<file path="src/sv/mtws_pkg.sv">
// shared types and constants of the masked template window scorer
// no dependencies; used by every module of the block
`default_nettype none

package mtws_pkg;

  localparam int MAX_WINDOW_PIXELS_DEF = 4096;
  localparam int CH_W       = 8;
  localparam int COORD_W    = 12;
  localparam int NET_W      = 14;
  localparam int PCT_W      = 7;
  localparam int TOL_W      = 8;
  localparam int CFG_DATA_W = 8;
  localparam int S_TDATA_W  = 72;
  localparam int M_TDATA_W  = 64;
  localparam int Q_DEPTH    = 2;

  localparam logic [PCT_W-1:0] PCT_RESET = 7'd75;
  localparam logic [TOL_W-1:0] TOL_RESET = 8'd32;

  typedef enum logic [0:0] {
    CFG_MATCH_PERCENT   = 1'b0,
    CFG_PIXEL_TOLERANCE = 1'b1
  } cfg_index_t;

  typedef struct packed {
    logic [CH_W-1:0] red;
    logic [CH_W-1:0] green;
    logic [CH_W-1:0] blue;
  } pixel_t;

  // one stored pixel with its background mark
  typedef struct packed {
    logic   black;
    pixel_t px;
  } mem_word_t;

  typedef struct packed {
    logic empty;
    logic full;
  } q_status_t;

  typedef struct packed {
    logic                    is_match;
    logic signed [NET_W-1:0] net_score;
    logic [CH_W-1:0]         avg_red;
    logic [CH_W-1:0]         avg_green;
    logic [CH_W-1:0]         avg_blue;
    logic                    no_background;
    logic [COORD_W-1:0]      match_row;
    logic [COORD_W-1:0]      match_col;
  } result_t;

endpackage

`default_nettype wire

</file>
<file path="src/sv/mtws_queue.sv">
// short queue of window jobs between the front and the back
// depends on: mtws_pkg
`default_nettype none

module mtws_queue #(
  parameter int WIDTH = 8
) (
  input  wire logic               clk,
  input  wire logic               rst,
  input  wire logic               push,
  input  wire logic [WIDTH-1:0]   wdata,
  input  wire logic               pop,
  output logic [WIDTH-1:0]        rdata,
  output mtws_pkg::q_status_t     stat
);

  localparam int DEPTH = mtws_pkg::Q_DEPTH;
  localparam int PW    = (DEPTH > 1) ? $clog2(DEPTH) : 1;
  localparam int NW    = $clog2(DEPTH + 1);

  logic [WIDTH-1:0] entries [DEPTH];
  logic [PW-1:0]    wr_ptr;
  logic [PW-1:0]    rd_ptr;
  logic [NW-1:0]    count;
  logic             do_push;
  logic             do_pop;

  assign do_push    = push && (count != NW'(DEPTH));
  assign do_pop     = pop && (count != '0);
  assign rdata      = entries[rd_ptr];
  assign stat.empty = (count == '0);
  assign stat.full  = (count == NW'(DEPTH));

  always_ff @(posedge clk) begin
    if (rst) begin
      wr_ptr <= '0;
      rd_ptr <= '0;
      count  <= '0;
    end else begin
      if (do_push) begin
        wr_ptr <= (wr_ptr == PW'(DEPTH - 1)) ? '0 : wr_ptr + 1'b1;
      end
      if (do_pop) begin
        rd_ptr <= (rd_ptr == PW'(DEPTH - 1)) ? '0 : rd_ptr + 1'b1;
      end
      count <= count + NW'(do_push) - NW'(do_pop);
    end
  end

  always_ff @(posedge clk) begin
    if (do_push) begin
      entries[wr_ptr] <= wdata;
    end
  end

endmodule

`default_nettype wire

</file>
<file path="config.mk">
export PLATFORM = sky130hd
export DESIGN_NAME = mtws_queue
export DESIGN_NICKNAME = d
export VERILOG_FILES = /design/src/sv/mtws_pkg.sv /design/src/sv/mtws_queue.sv
export SDC_FILE = /design/constraint.sdc
export NUM_CORES = 1
export LEC_CHECK = 0
export BUFFER_PORTS_ARGS = -buffer_cell sky130_fd_sc_hd__buf_2
export CAP_MARGIN = 20
export CORE_UTILIZATION = 44
export DETAILED_ROUTE_END_ITERATION = 7
export MAX_ROUTING_LAYER = met4
export PLACE_DENSITY_LB_ADDON = 0.25
export SYNTH_ARGS = -nofsm -noshare
export SYNTH_HDL_FRONTEND = slang
export SYNTH_SLANG_ARGS = --single-unit
</file>
<file path="constraint.sdc">
create_clock -name clk -period 1.5 [get_ports clk]
set_clock_uncertainty 0.05 [all_clocks]
set_input_delay 0.45 -clock clk [delete_from_list [all_inputs] [get_ports clk]]
set_output_delay 0.45 -clock clk [all_outputs]
set_load 0.02 [all_outputs]
</file>
**Word level (Yosys, flattened, before mapping)**

Memory sizes are Yosys's and may differ from the RTL's. A register that Yosys moved wholly into a read port is not among the register bits.
Index checks and enable logic that the tools add are counted.

- Flip-flop bits (word level): 4
- Memory bits (writable): 16
- Input port bits: 12
- Output and inout port bits: 10
- Logic and storage cells: 20
- Memories kept: 1

Memory list:

| name | depth | width | read ports | clocked after memory_dff | write ports | line | text |
|---|---|---|---|---|---|---|---|
| entries | 2 | 8 | 1 | 1 | 1 | mtws_queue.sv:21 | `logic [WIDTH-1:0] entries [DEPTH];` |

- $add $sub $neg: 4
- Equal/unequal tests: 2
- Muxes and demuxes: 6
- Reduce and logical (&&, ||, !) cells: 4

Operators with widths:

| cell | number |
|---|---|
| $mux 1 | 6 |
| $add 1x1->1 const B | 2 |
| $add 2x1->2 | 1 |
| $eq 2x2->1 const B | 1 |
| $logic_and 1x1->1 | 2 |
| $logic_not 2->1 | 1 |
| $ne 2x2->1 const B | 1 |
| $reduce_bool 2->1 | 1 |
| $sub 2x1->2 | 1 |

**Logic depth before layout (Yosys ltp)**

- Depth in word-level cells: 4
- Depth in mapped cells: 8

**Worst setup path before layout**

OpenSTA, ideal clock, no wires.

- Path type: input-to-reg
- Start point: in pop
- End point: reg count[1]
- Setup time: 0.078 ns
- Arrival: 1.410 ns
- Required time: 1.372 ns
- Path slack: -0.038 ns
- Cell stages on the path: 7
- Path buffers: 0
- Path through: o21a_2 > ha_1 > inv_1 > ha_1 > xor2_1 > and2_1 > nor3_1

- Word-level cells in the longest chain between the ends: 2

Ends and longest elaborated chain:

| element | line | text |
|---|---|---|
| start: declaration | mtws_queue.sv:12 | `input wire logic pop,` |
| $logic_and 1x1->1 | mtws_queue.sv:29 | `assign do_pop = pop && (count != '0);` |
| $sub 2x1->2 | mtws_queue.sv:46 | `count <= count + NW'(do_push) - NW'(do_pop);` |
| end signal: assignment | mtws_queue.sv:46 |  |
| end: declaration | mtws_queue.sv:24 | `logic [NW-1:0] count;` |

Every way passes these cells.
A chain may end at the register's enable or synchronous reset.

==> impl_metrics.env <==
export IMPL_violations="negative setup slack"
export IMPL_cts_made_buffers=3
export IMPL_nNetsFinal=102
export IMPL_synthCells=52
export IMPL_wl_per_cell_um=14.04
export IMPL_fillers=124
export IMPL_fin_cells=112
export IMPL_wl_mm=1.573
export IMPL_layout_drive_gt1_share_pct=68.97
export IMPL_avgViaCountPerCell=4.732
export IMPL_num_rows=15
export IMPL_vias=530
export IMPL_start_kind="flip-flop"
export IMPL_routabilityCongestion=0.7762
export IMPL_cts_hold_fix_buffers=0
export IMPL_drtIter0Drc=8
export IMPL_first_global_vias=518
export IMPL_crit_arrival_ns=1.22
export IMPL_cts_htree_levels=1
export IMPL_overflow=0
export IMPL_powerDensity_mw_per_mm2=1826
export IMPL_core_sq_mm=0.001727
export IMPL_fin_crit_ns=1.720
export IMPL_drv_slew=0
export IMPL_path_clk_slew_ns=0.11
export IMPL_clockBufferDepth=2
export IMPL_setup_viol=16
export IMPL_slew_headroom_pct=86.03
export IMPL_die_h_um=44.93
export IMPL_avgSynthCellArea_sq_um=15.59
export IMPL_drc=0
export IMPL_die_area_sq_mm=0.002018
export IMPL_grt_pass1_wl_mm=2.180
export IMPL_crit_fanout=4
export IMPL_ys_ff_latch=21
export IMPL_dp_cells=104
export IMPL_yosysWarnings=0
export IMPL_worst_pin_slew_ns=0.2096
export IMPL_ir_drop_uv=1018
export IMPL_io_buffers=21
export IMPL_clk_latency_ns=0.29
export IMPL_setup_tns_ns=-1.905
export IMPL_grt_max_degree=13
export IMPL_hpwl_um=971.4
export IMPL_syn2layout_area_growth_pct=54.63
export IMPL_multi_input_area_sq_um=309.0
export IMPL_syn_area_sq_um=810.8
export IMPL_finalHoldViolations=0
export IMPL_drt_pass1_iterations=4
export IMPL_status="finished with violations"
export IMPL_fin_crit_sh_pct=114.7
export IMPL_p_leak_nw=0.5224
export IMPL_cts_root_buffer="clkbuf_4"
export IMPL_drtAntennaViolNets=0
export IMPL_pin_count=22
export IMPL_clock_sinks=21
export IMPL_regArea_sq_um=589.3
export IMPL_crit_required_ns=1.00
export IMPL_utilization_pct=72.61
export IMPL_setup_ws_ns=-0.2201
export IMPL_die_w_um=44.93
export IMPL_n_antenna_cell=0
export IMPL_yosysUniqueCellTypes=21
export IMPL_post_place_ws_ns=-0.2229
export IMPL_finalPower_w=0.002289
export IMPL_fmax_mhz=581.4
export IMPL_syn_nets=66
export IMPL_ys_seq_area_share_pct=71.60
export IMPL_drv_cap=0
export IMPL_antenna_found_initial=0
export IMPL_critical_path_class="reg -> out"
export IMPL_critPathCaptureType="output port"
export IMPL_gr_usage_all_layers_pct=16.61
export IMPL_cts_tree="done"
export IMPL_rsz0062_at_grt="yes"
export IMPL_initial_core_util_pct=46.96
export IMPL_hold_class="in -> reg"
==> metrics by stage <==
step           hold slack (ns)  instance area [sq um]
2_1_floorplan           0.4015                  810.8
3_3_place_gp            0.4154                  994.7
3_5_place_dp            0.4373                  994.7
4_1_cts                 0.2777                   1212
5_1_grt                 0.2595                   1254
6_report                0.2861                   1254
==> cells in the final DEF, fill, tap and decap left out <==
master,n
nand2_4,1
o21ai_0,1
edfxtp_1,16
dfxtp_4,2
xor2_2,1
dfxtp_2,1
or3_4,1
o21a_4,1
inv_2,1
and3_2,1
nor3_2,1
nor2_4,1
nor2_1,3
mux2_4,8
xnor2_1,1
inv_1,1
dfxtp_1,2
clkbuf_4,3
clkinv_2,1
a21oi_1,1
nor2b_1,1
and2_1,1
buf_2,11
ha_4,2
buf_6,17
buf_4,4
inv_4,2
nand2b_4,1
==> state kept, by name, summed over array words and instances (netlist names), named ones only <==
name,flops
wr_ptr,1
entries,16
count,2
rd_ptr,1
==> cells by family after synthesis <==
family / Yosys count / synth area share, %
AOI/OAI and AO/OA: 3 / 2.314
xor gates and xnor gates: 2 / 2.161
adders and majority gates: 2 / 3.086
buffers and inverters: 5 / 2.468
DFF: 21 / 71.61
muxes: 8 / 11.11
and+or+nand+nor: 11 / 7.254
==> what timing repair did <==
item	CTS	global route
setup buffers	4	0
pin swaps	4	1
resized for setup	46	10
setup endpoints to repair	18	19
==> worst paths after layout <==
check / start / to / slack (ns) / cells after the start
max: flip-flop / rdata[1] / -0.22 / 3
min: wdata[6] / entries[1][6] / 0.29 / 1
max reg2reg: count[0] / count[1] / -0.04 / 7
min reg2reg: wr_ptr / wr_ptr / 0.48 / 2
==> synth_stat cells <==
| cell | n | share of area [%] |
|---|---|---|
| a21oi_1 | 1 | 0.62 |
| and2_1 | 1 | 0.77 |
| and3_2 | 1 | 0.93 |
| buf_2 | 1 | 0.62 |
| dfxtp_1 | 5 | 12 |
| edfxtp_1 | 16 | 59 |
| ha_1 | 2 | 3.1 |
| inv_1 | 3 | 1.4 |
| inv_2 | 1 | 0.46 |
| mux2_1 | 5 | 6.9 |
| mux2_2 | 3 | 4.2 |
| nand2_1 | 1 | 0.46 |
| nand2b_2 | 1 | 1.1 |
| nor2_1 | 4 | 1.9 |
| nor2b_1 | 1 | 0.77 |
| nor3_1 | 1 | 0.62 |
| o21a_2 | 1 | 1.1 |
| o21ai_0 | 1 | 0.62 |
| or3_1 | 1 | 0.77 |
| xnor2_1 | 1 | 1.1 |
| xor2_1 | 1 | 1.1 |
==> where the power goes <==
part | leakage, nW | switching (W) | total, W | internal, W
Combinational | 0.312 | 0.000510 | 0.00119 | 0.000677
Clock | 0.0177 | 0.000160 | 0.000259 | 0.0000992
Sequential | 0.192 | 0.0000741 | 0.000843 | 0.000769
==> cell type report <==
class,count,area share [%]
Sequential cell,21,47.01
Multi-Input combinational cell,26,24.65
Timing Repair Buffer,32,22.06
Tap cell,25,2.495
Clock buffer,3,1.796
Inverter,4,1.597
Clock inverter,1,0.3992
==> metal layers <==
layer  up-vias  part of all wire [%]  global-route usage (%)
met5         -                     0                       -
met3         0                   3.4                   4.000
met4         0                     0                   5.455
li1        256                     -                       -
met2        14                    55                   28.70
met1       260                    42                   18.78
==> worst max-delay path, cell delays in order (launching register included) <==
cell     delay [ns]
dfxtp_2        0.36
buf_6          0.13
mux2_4         0.31
buf_6          0.13
No activity file was read; power rests on OpenSTA's default activity.
