<file path="src/sv/mtws_pkg.sv">
// shared types and constants of the masked template window scorer
// no dependencies; used by every module of the block
`default_nettype none

package mtws_pkg;

  localparam int MAX_WINDOW_PIXELS_DEF = 4096;
  localparam int CH_W       = 8;
  localparam int COORD_W    = 12;
  localparam int NET_W      = 14;
  localparam int PCT_W      = 7;
  localparam int TOL_W      = 8;
  localparam int CFG_DATA_W = 8;
  localparam int S_TDATA_W  = 72;
  localparam int M_TDATA_W  = 64;
  localparam int Q_DEPTH    = 2;

  localparam logic [PCT_W-1:0] PCT_RESET = 7'd75;
  localparam logic [TOL_W-1:0] TOL_RESET = 8'd32;

  typedef enum logic [0:0] {
    CFG_MATCH_PERCENT   = 1'b0,
    CFG_PIXEL_TOLERANCE = 1'b1
  } cfg_index_t;

  typedef struct packed {
    logic [CH_W-1:0] red;
    logic [CH_W-1:0] green;
    logic [CH_W-1:0] blue;
  } pixel_t;

  // one stored pixel with its background mark
  typedef struct packed {
    logic   black;
    pixel_t px;
  } mem_word_t;

  typedef struct packed {
    logic empty;
    logic full;
  } q_status_t;

  typedef struct packed {
    logic                    is_match;
    logic signed [NET_W-1:0] net_score;
    logic [CH_W-1:0]         avg_red;
    logic [CH_W-1:0]         avg_green;
    logic [CH_W-1:0]         avg_blue;
    logic                    no_background;
    logic [COORD_W-1:0]      match_row;
    logic [COORD_W-1:0]      match_col;
  } result_t;

endpackage

`default_nettype wire

</file>
<file path="src/sv/mtws_divider.sv">
// shared restoring divider: three colour sums over one pixel count, eight steps
// depends on: mtws_pkg
`default_nettype none

module mtws_divider #(
  parameter int MAX_WINDOW_PIXELS = mtws_pkg::MAX_WINDOW_PIXELS_DEF
) (
  input  wire logic                                   clk,
  input  wire logic                                   rst,
  input  wire logic                                   start,
  input  wire logic [2:0][$clog2(MAX_WINDOW_PIXELS+1)+mtws_pkg::CH_W-1:0] sums,
  input  wire logic [$clog2(MAX_WINDOW_PIXELS+1)-1:0] divisor,
  output logic                                        done,
  output logic [2:0][mtws_pkg::CH_W-1:0]              quot
);

  localparam int CW = $clog2(MAX_WINDOW_PIXELS + 1);
  localparam int SW = CW + mtws_pkg::CH_W;

  logic          busy;
  logic [2:0]    step;
  logic [SW-1:0] dshift;
  logic [SW-1:0] rem [3];

  // the average never exceeds 255, so eight quotient bits are enough
  always_ff @(posedge clk) begin
    if (rst) begin
      busy <= 1'b0;
      done <= 1'b0;
      step <= '0;
    end else begin
      done <= busy && (step == '0);
      if (start) begin
        busy   <= 1'b1;
        step   <= 3'd7;
        dshift <= {1'b0, divisor, 7'd0};
      end else if (busy) begin
        dshift <= dshift >> 1;
        step   <= step - 1'b1;
        if (step == '0) begin
          busy <= 1'b0;
        end
      end
    end
  end

  always_ff @(posedge clk) begin
    for (int l = 0; l < 3; l++) begin
      if (start) begin
        rem[l]  <= sums[l];
        quot[l] <= '0;
      end else if (busy) begin
        if (rem[l] >= dshift) begin
          rem[l]  <= rem[l] - dshift;
          quot[l] <= {quot[l][mtws_pkg::CH_W-2:0], 1'b1};
        end else begin
          quot[l] <= {quot[l][mtws_pkg::CH_W-2:0], 1'b0};
        end
      end
    end
  end

endmodule

`default_nettype wire

</file>
<file path="src/sv/mtws_back.sv">
// back: averages, comparison scan over the stored window, threshold and result register
// depends on: mtws_pkg, mtws_divider
`default_nettype none

module mtws_back #(
  parameter int MAX_WINDOW_PIXELS = mtws_pkg::MAX_WINDOW_PIXELS_DEF
) (
  input  wire logic                             clk,
  input  wire logic                             rst,
  input  wire mtws_pkg::q_status_t              q_stat,
  input  wire logic [2*mtws_pkg::COORD_W + 5*$clog2(MAX_WINDOW_PIXELS+1)
                     + 3*mtws_pkg::CH_W - 1:0]  q_data,
  output logic                                  q_pop,
  output logic [((MAX_WINDOW_PIXELS > 1) ? $clog2(MAX_WINDOW_PIXELS) : 1)-1:0] rd_addr,
  input  wire mtws_pkg::mem_word_t              rd_data,
  output logic                                  mem_release,
  input  wire logic [mtws_pkg::PCT_W-1:0]       pct,
  input  wire logic [mtws_pkg::TOL_W-1:0]       tol,
  output logic                                  out_valid,
  input  wire logic                             out_ready,
  output mtws_pkg::result_t                     result
);

  localparam int CW  = $clog2(MAX_WINDOW_PIXELS + 1);
  localparam int SW  = CW + mtws_pkg::CH_W;
  localparam int AW  = (MAX_WINDOW_PIXELS > 1) ? $clog2(MAX_WINDOW_PIXELS) : 1;
  localparam int NWX = (CW + 1 > mtws_pkg::NET_W) ? CW + 1 : mtws_pkg::NET_W;
  localparam int TW  = CW + mtws_pkg::PCT_W;
  localparam int HW  = NWX + mtws_pkg::PCT_W;

  typedef enum logic [2:0] {B_IDLE, B_DIV, B_SCAN, B_CMP, B_FINAL} back_state_t;

  back_state_t                   state;
  logic [mtws_pkg::COORD_W-1:0]  q_row, q_col, job_row, job_col;
  logic [CW-1:0]                 q_pc, q_bc, job_pc, job_bc, issue_cnt;
  logic [SW-1:0]                 q_sr, q_sg, q_sb;
  logic [2:0][SW-1:0]            job_sums;
  logic                          div_start, div_done;
  logic [2:0][mtws_pkg::CH_W-1:0] div_q;
  logic [mtws_pkg::CH_W-1:0]     avg_r, avg_g, avg_b;
  logic                          nobg, rd_pend, issuing, hit;
  logic signed [NWX-1:0]         net;
  logic signed [HW-1:0]          net_ext, net100;
  logic [TW-1:0]                 thr;

  assign {q_row, q_col, q_pc, q_bc, q_sb, q_sg, q_sr} = q_data;

  function automatic logic near(input logic [7:0] avg, input logic [7:0] px,
                                input logic [7:0] t);
    logic [8:0] diff;
    logic [8:0] gap;
    diff = {1'b0, px} - {1'b0, avg};
    gap = diff[8] ? (~diff + 9'd1) : diff;
    return gap < {1'b0, t};
  endfunction

  assign q_pop   = (state == B_IDLE) && !q_stat.empty;
  assign issuing = (state == B_SCAN) && (issue_cnt != job_pc);
  assign rd_addr = issue_cnt[AW-1:0];

  // strict window on all three channels, inverted for foreground mask pixels
  always_comb begin
    hit = near(avg_r, rd_data.px.red, tol) && near(avg_g, rd_data.px.green, tol) &&
          near(avg_b, rd_data.px.blue, tol);
    if (!rd_data.black) begin
      hit = !hit;
    end
  end

  assign net_ext = {{mtws_pkg::PCT_W{net[NWX-1]}}, net};

  mtws_divider #(
    .MAX_WINDOW_PIXELS(MAX_WINDOW_PIXELS)
  ) u_divider (
    .clk    (clk),
    .rst    (rst),
    .start  (div_start),
    .sums   (job_sums),
    .divisor(job_bc),
    .done   (div_done),
    .quot   (div_q)
  );

  always_ff @(posedge clk) begin
    if (rst) begin
      state       <= B_IDLE;
      div_start   <= 1'b0;
      mem_release <= 1'b0;
      rd_pend     <= 1'b0;
      out_valid   <= 1'b0;
    end else begin
      div_start   <= (state == B_IDLE) && !q_stat.empty && (q_bc != '0);
      // no background: nothing to scan, hand the memory straight back
      mem_release <= ((state == B_IDLE) && !q_stat.empty && (q_bc == '0)) ||
                     ((state == B_SCAN) && !issuing && !rd_pend);
      // the final step always leaves a word in the output register
      out_valid   <= (state == B_FINAL) || (out_valid && !out_ready);
      unique case (state)
        B_IDLE: begin
          if (!q_stat.empty) begin
            job_row   <= q_row;
            job_col   <= q_col;
            job_pc    <= q_pc;
            job_bc    <= q_bc;
            job_sums  <= {q_sb, q_sg, q_sr};
            nobg      <= (q_bc == '0);
            net       <= '0;
            issue_cnt <= '0;
            rd_pend   <= 1'b0;
            thr       <= {{mtws_pkg::PCT_W{1'b0}}, q_pc} * {{CW{1'b0}}, pct};
            if (q_bc == '0) begin
              avg_r <= '0;
              avg_g <= '0;
              avg_b <= '0;
              state <= B_CMP;
            end else begin
              state <= B_DIV;
            end
          end
        end
        B_DIV: begin
          if (div_done) begin
            avg_r <= div_q[0];
            avg_g <= div_q[1];
            avg_b <= div_q[2];
            state <= B_SCAN;
          end
        end
        B_SCAN: begin
          issue_cnt <= issue_cnt + CW'(issuing);
          rd_pend   <= issuing;
          if (rd_pend) begin
            net <= hit ? net + NWX'(1) : net - NWX'(1);
          end
          if (!issuing && !rd_pend) begin
            state <= B_CMP;
          end
        end
        // net > floor(count*pct/100) is the same as 100*net > count*pct
        B_CMP: begin
          net100 <= (net_ext <<< 6) + (net_ext <<< 5) + (net_ext <<< 2);
          state  <= B_FINAL;
        end
        B_FINAL: begin
          if (!out_valid || out_ready) begin
            result.is_match         <= !nobg &&
                                       (net100 > $signed({{(HW-TW){1'b0}}, thr}));
            result.net_score        <= net[mtws_pkg::NET_W-1:0];
            result.avg_red          <= avg_r;
            result.avg_green        <= avg_g;
            result.avg_blue         <= avg_b;
            result.no_background    <= nobg;
            result.match_row        <= job_row;
            result.match_col        <= job_col;
            state                   <= B_IDLE;
          end
        end
        default: state <= B_IDLE;
      endcase
    end
  end

endmodule

`default_nettype wire

</file>
<file path="config.mk">
export PLATFORM = sky130hd
export DESIGN_NAME = mtws_back
export DESIGN_NICKNAME = d
export VERILOG_FILES = /design/src/sv/mtws_pkg.sv /design/src/sv/mtws_divider.sv /design/src/sv/mtws_back.sv
export SDC_FILE = /design/constraint.sdc
export NUM_CORES = 1
export LEC_CHECK = 0
export BUFFER_PORTS_ARGS = -buffer_cell sky130_fd_sc_hd__buf_2
export CAP_MARGIN = 5
export CORE_UTILIZATION = 40
export DETAILED_ROUTE_END_ITERATION = 6
export PLACE_DENSITY = 0.63
export SLEW_MARGIN = 5
export SYNTH_ARGS = -nofsm -noshare
export SYNTH_HDL_FRONTEND = slang
export SYNTH_HIERARCHICAL = 1
export SYNTH_SLANG_ARGS = --single-unit
</file>
<file path="constraint.sdc">
create_clock -name clk -period 8.6 [get_ports clk]
set_input_delay 1.29 -clock clk [delete_from_list [all_inputs] [get_ports clk]]
set_output_delay 1.29 -clock clk [all_outputs]
set_load 0.05 [all_outputs]
</file>
# After elaboration in Yosys (flattened, before gate mapping)
# Memories as Yosys holds them, arrays and structs flattened.
# Index checks and enable logic that the tools add are counted.
[classes]
add_sub_neg = 15
mul = 1
order_cmp = 7
n_eq_ne = 11
n_mux = 53
n_bitwise = 8
reduce_logical = 38
[ops]
columns = ["operator", "n"]
rows = [
  ["$ge A21 B20 Y1", 3],
  ["$mux W21", 3],
  ["$sub A21 B20 Y21", 3],
  ["$pmux W8 S2", 3],
  ["$mux W14", 3],
  ["$mux W20", 2],
  ["$mux W8", 5],
  ["$pmux W14 S2", 1],
  ["$add A9 B1 Y9 const B", 3],
  ["$lt A9 B8 Y1", 3],
  ["$mux W9", 3],
  ["$not A9 Y9", 3],
  ["$sub A8 B8 Y9", 3],
  ["$pmux W13 S2", 1],
  ["$mux W1", 22],
  ["$add A20 B19 Y21", 1],
  ["$add A21 B16 Y21", 1],
  ["$gt A21 B21 Y1", 1],
  ["$mul A13 B7 Y20", 1],
  ["$mux W3", 6],
  ["$pmux W3 S5", 1],
  ["$add A14 B2 Y14 const B", 1],
  ["$sub A14 B2 Y14 const B", 1],
  ["$add A13 B1 Y13", 1],
  ["23 further kinds", 58],
]
[word_totals]
reg_bits = 326
mem_bits_rw = 63
out_inout_bits = 79
wordCells = 170
n_memories = 1
[memory_table]
columns = ["name", "words", "width", "rd", "rd_ports_with_merged_regs", "wr", "line", "rtl"]
rows = [
  ["u_divider.rem", 3, 21, 3, 0, 3, "mtws_divider.sv:23", "logic [SW-1:0] rem [3];"],
]

# Logic depth before layout (Yosys ltp)
[depth]
depth_word = 12
mapped_depth = 28
ltp_nobuf = 27

# By module
# The synthesis kept the hierarchy.
[modules_own_cells]
columns = ["mod", "instances", "cells_each", "area_each_um2", "seq_area_each_um2"]
rows = [
  ["mtws_back", 1, 1249, 15658.8, 8187.9],
  ["mtws_divider", 1, 761, 7857.5, 3072.9],
]

# Worst setup path before layout
# Ideal clock, no wire load.
[synth_path]
kind = "input port to flip-flop"
startpoint = "input port rst"
endpoint = "register job_bc[0], enable pin"
arrival_time_ns = 7.082
required_time_ns = 7.971
slack_ns = 0.889
cell_stages = 2
n_path_buf = 1
cell_sequence = "buf_1 nor2_1"
[synth_between]
elab_chain_len = 2
[synth_rtl]
columns = ["item", "line", "rtl"]
rows = [
  ["from (decl)", "mtws_back.sv:9", "input wire logic rst,"],
  ["$not A1 Y1 (no line)", "--", ""],
  ["$reduce_and A3 Y1 (no line)", "--", ""],
  ["to (signal assigned)", "mtws_back.sv:104", "job_bc <= q_bc;"],
  ["to (decl)", "mtws_back.sv:35", "logic [CW-1:0] q_pc, q_bc, job_pc, job_bc, issue_cnt;"],
]
# No other way between the ends.
# A chain may end at the register's enable or synchronous reset.

# Worst setup path in the final report
[layout_path]
startpoint = "input port rd_data[16] (netlist name)"
endpoint = "register net[6] (data pin)"
[layout_between]
elab_chain_len = 12
[layout_rtl]
columns = ["item", "line", "rtl"]
rows = [
  ["from (decl)", "mtws_back.sv:15", "input wire mtws_pkg::mem_word_t rd_data,"],
  ["$sub A8 B8 Y9 (*)", "mtws_back.sv:52", "diff = {1'b0, px} - {1'b0, avg};"],
  ["$not A9 Y9", "mtws_back.sv:53", "gap = diff[8] ? (~diff + 9'd1) : diff;"],
  ["$add A9 B1 Y9", "mtws_back.sv:53", ""],
  ["$mux W9 (*)", "mtws_back.sv:53", ""],
  ["$lt A9 B8 Y1 (*)", "mtws_back.sv:54", "return gap < {1'b0, t};"],
  ["$logic_and A1 B1 Y1 (*) (2 in series)", "mtws_back.sv:63", "hit = near(avg_r, rd_data.px.red, tol) && near(avg_g, rd_data.px.green, tol) &&"],
  ["$logic_not A1 Y1", "mtws_back.sv:66", "hit = !hit;"],
  ["$mux W1 (*)", "mtws_back.sv:65", "if (!rd_data.black) begin"],
  ["$mux W14 (*)", "mtws_back.sv:133", "net <= hit ? net + NWX'(1) : net - NWX'(1);"],
  ["$mux W14 (*)", "mtws_back.sv:132", "if (rd_pend) begin"],
  ["$pmux W14 S2 (*)", "mtws_back.sv:98", "unique case (state)"],
  ["to (signal assigned)", "mtws_back.sv:133", ""],
  ["to (decl)", "mtws_back.sv:42", "logic signed [NWX-1:0] net;"],
]
# Mark *: on every way between the ends. The rest lies on a longest branch, timed or not. The select of a mux whose other input is x is not followed.

==> qor.yml <==
routing:
  drt-initial-drc-count: 786
  drtPass1Iterations: 5
  viasPerCell: 5.10
  routed_wl_microns: 51700
  vias: 15539
  drt.antenna.violating_nets: 0
  wl_per_cell_microns: 17.0
  post-route-drc-count: 0
clock_tree:
  htree_levels: 2
  clkLatencyLatePin_ps: 590
  tritoncts: "yes"
  clkSinkCount: 387
  clk_pin_slew_worst_paths_ps: 60
  post_cts_resized: 0
  clockRootBuffer: "clkbuf_16"
  cts_buffer_depth: 3
  cts_hold_buf: 0
  postCtsSetupBuffers: 0
  cts_inserted_buffers: 46
floorplanning:
  ios: 237
  dieHeight_microns: 244
  dieArea_sq_mm: 0.0598
  rows: 88
  initial_core_util: 0.406
  core-area_sq_mm: 0.0579
  die_width_microns: 244
setup_path:
  r2r_cells: 24
  cpMostUsedCell: "ha_1"
  cpPeakStageDelay_ps: 420
  cp_slowest_cell: "or3_1"
  worstSetupPathType: "primary input to register"
  endpoint_kind: "register"
  crit_arrival_ps: 6970
  critPathLaunchType: "primary input"
  worst-path-max-fanout: 14
  critPathRequiredTime_ps: 8890
  r2r_start: "avg_r[0]$_SDFFCE_PP0P_"
  r2r_end: "net[6]$_SDFFCE_PN0P_"
  rrSetupSlack_ps: 2370
place:
  place_congestion: 0.886
  placedCellCount: 2961
  port_buffers: 235
  hpwl_microns: 38400
  place_area_sq_mm: 0.0254
global_routing:
  grt_max_degree: 76
  grt_usage: 0.173
  grt_pass1_wl_microns: 82400
  grt_antenna_before_repair: 2
  grt_overflow: 0
  grt_pass1_vias: 15487
timing:
  setup_violations: 0
  finalHoldViolCount: 0
  finClkSkew_ps: 24.0
  grt_setup_unrepaired: "no"
  hold-worst-slack_ps: 414
  period_share: 0.777
  fin_crit_ps: 6680
  final_max_slew_viol_count: 0
  slew_headroom: 0.180
  tns_ps: 0
  worstMarginPinSlew_ps: 1230
  clock.fmax_ghz: 0.150
synthesis:
  synthFlopType: "edfxtp_1"
  synth_area_sq_mm: 0.0235
  synthArstFlopShare: 0
  syn_avg_cell_area_sq_um: 11.7
  ys_seq_elements: 387
  ys.warnings.count: 6
  synth_compound_area_frac: 0.105
  syn_nets: 2425
  synth.area.top_cells: "edfxtp_1 45%, ha_1 9.8%, fa_1 6.2%, dfxtp_1 3.1%, inv_1 3.0%"
  synth_cell_types: 98
  synth_simple_gate_area_share: 0.119
  seq_area_frac_synth: 0.479
  synth_xor_area_frac: 0.0506
  synth-adder-area-share: 0.160
  synthMuxAreaShare: 0.0433
  synthDominantCellAreaShare: 0.448
  synth_top_family_by_area: "adder cells"
  synth_top_area_cell: "edfxtp_1"
  synth_edf_count: 351
  syn_inst: 2010
finish:
  syn_to_final_growth_pct: 14.5
  fin_cells: 3046
  layout-drive-gt1-share: 0.188
  n_fill_cell: 5339
  finalInstanceArea_sq_mm: 0.0269
  antenna_cells: 0
  final_common_cell: "edfxtp_1"
  nets: 2659
  final_cell_mix: "351 x edfxtp_1, 235 x buf_2, 186 x inv_1"
flow_run:
  max_cap_violations: 0
min_path:
  hold_path.class: "register to register"
  hp-start: "job_col[11]$_DFFE_PP_"
  hold-path-cell-count: 0
  worstHoldEndpoint: "result[11]$_DFFE_PP_"
outcome:
  status: "complete, no violations"
pwr:
  ir_drop_v: 0.000151
  power_leakage_nw: 11.1
  power.density_mw_per_mm2: 210
cell usage after synthesis (6+ instances only):
| library cell | instances |
|---|---|
| nor2b_1 | 19 |
| a21o_1 | 36 |
| edfxtp_1 | 351 |
| or2_2 | 10 |
| a31oi_1 | 8 |
| nand4_1 | 17 |
| ha_1 | 184 |
| nand2b_1 | 19 |
| o21ai_1 | 11 |
| inv_1 | 186 |
| and3_1 | 22 |
| nand2_1 | 146 |
| mux2_1 | 17 |
| o21bai_1 | 9 |
| buf_4 | 12 |
| buf_6 | 9 |
| o31a_1 | 7 |
| nor4_1 | 14 |
| xnor2_1 | 76 |
| mux2_2 | 9 |
| mux2_4 | 27 |
| o31ai_1 | 7 |
| mux2i_1 | 32 |
| or3_1 | 8 |
| nor2_1 | 138 |
| nand3_1 | 32 |
| o21a_1 | 18 |
| clkbuf_1 | 29 |
| and2_1 | 56 |
| xor2_1 | 58 |
| dfxtp_1 | 36 |
| a211oi_1 | 6 |
| nor3_1 | 43 |
| o21ai_0 | 59 |
| a21boi_0 | 6 |
| nor3b_1 | 6 |
| fa_1 | 73 |
| a21oi_1 | 96 |
critical path: cells and delay by family:
family / cells / cell delay (ps)
fa+ha+maj: 4 / 1160
compound gates: 9 / 2100
simple gates: 8 / 1890
xor+xnor: 2 / 310
buf+inv: 3 / 210
power breakdown:
group          switching (W)  internal, W  total, W
Clock               0.000801      0.00113   0.00193
Sequential         0.0000681      0.00223   0.00230
Combinational       0.000820     0.000610   0.00143
per-stage QoR:
| stage | util | power [W] | worst slack [ps] |
|---|---|---|---|
| global placement | 0.439 | 0.00373 | 1390 |
| finish | 0.465 | 0.00565 | 1920 |
| detailed placement | 0.439 | 0.00377 | 1330 |
| floorplan | - | 0.00344 | 889 |
| global route | 0.465 | 0.00601 | 1460 |
| CTS | 0.465 | 0.00574 | 1960 |
logic make-up (layout without fill, tap and decap cells):
family                   Yosys count  count (layout)
AND/OR/NAND/NOR                  559             559
flip-flops                       387             387
AO/OA/AOI/OAI                    344             344
adder cells (fa/ha/maj)          257             257
buffers and inverters            243             514
XOR/XNOR                         135             135
multiplexers                      85              85
sequential cells by signal (all words and copies together) (netlist names), 14 cells and up:
signal / count
u_divider/dshift: 20
net: 14
result: 64
u_divider/rem: 63
u_divider/quot: 24
net100: 19
job_sums: 63
thr: 20
final cells by class:
cell class                 instances  area, sq um  area share
inverter                         186          698      0.0259
clock inverter                    25          268     0.00994
tap                              765          957      0.0355
multi-input combinational       1380        11300       0.418
clock buffer                      60         1240      0.0462
timing repair buffer             243         1240      0.0459
sequential                       387        11300       0.418
how the worst max path moves through the flow:
stage	startpoint	endpoint	slack, ps
global placement	rd_data[16]	net[6]$_SDFFCE_PN0P_	1390
floorplan	rst	job_bc[0]$_DFFE_PP_	890
CTS	rd_data[16]	net[6]$_SDFFCE_PN0P_	1960
global route	rd_data[8]	net[6]$_SDFFCE_PN0P_	1460
finish	rd_data[16]	net[6]$_SDFFCE_PN0P_	1920
detailed placement	rd_data[16]	net[6]$_SDFFCE_PN0P_	1330
layer usage:
metal  wire length (microns)  GRT usage  share of wire
met2                   24400      0.289           0.47
met1                   23500      0.230           0.46
met3                    2470     0.0293          0.048
met4                    1230     0.0517          0.024
met5                      14          0        0.00027
No activity file was read; power rests on OpenSTA's default activity.
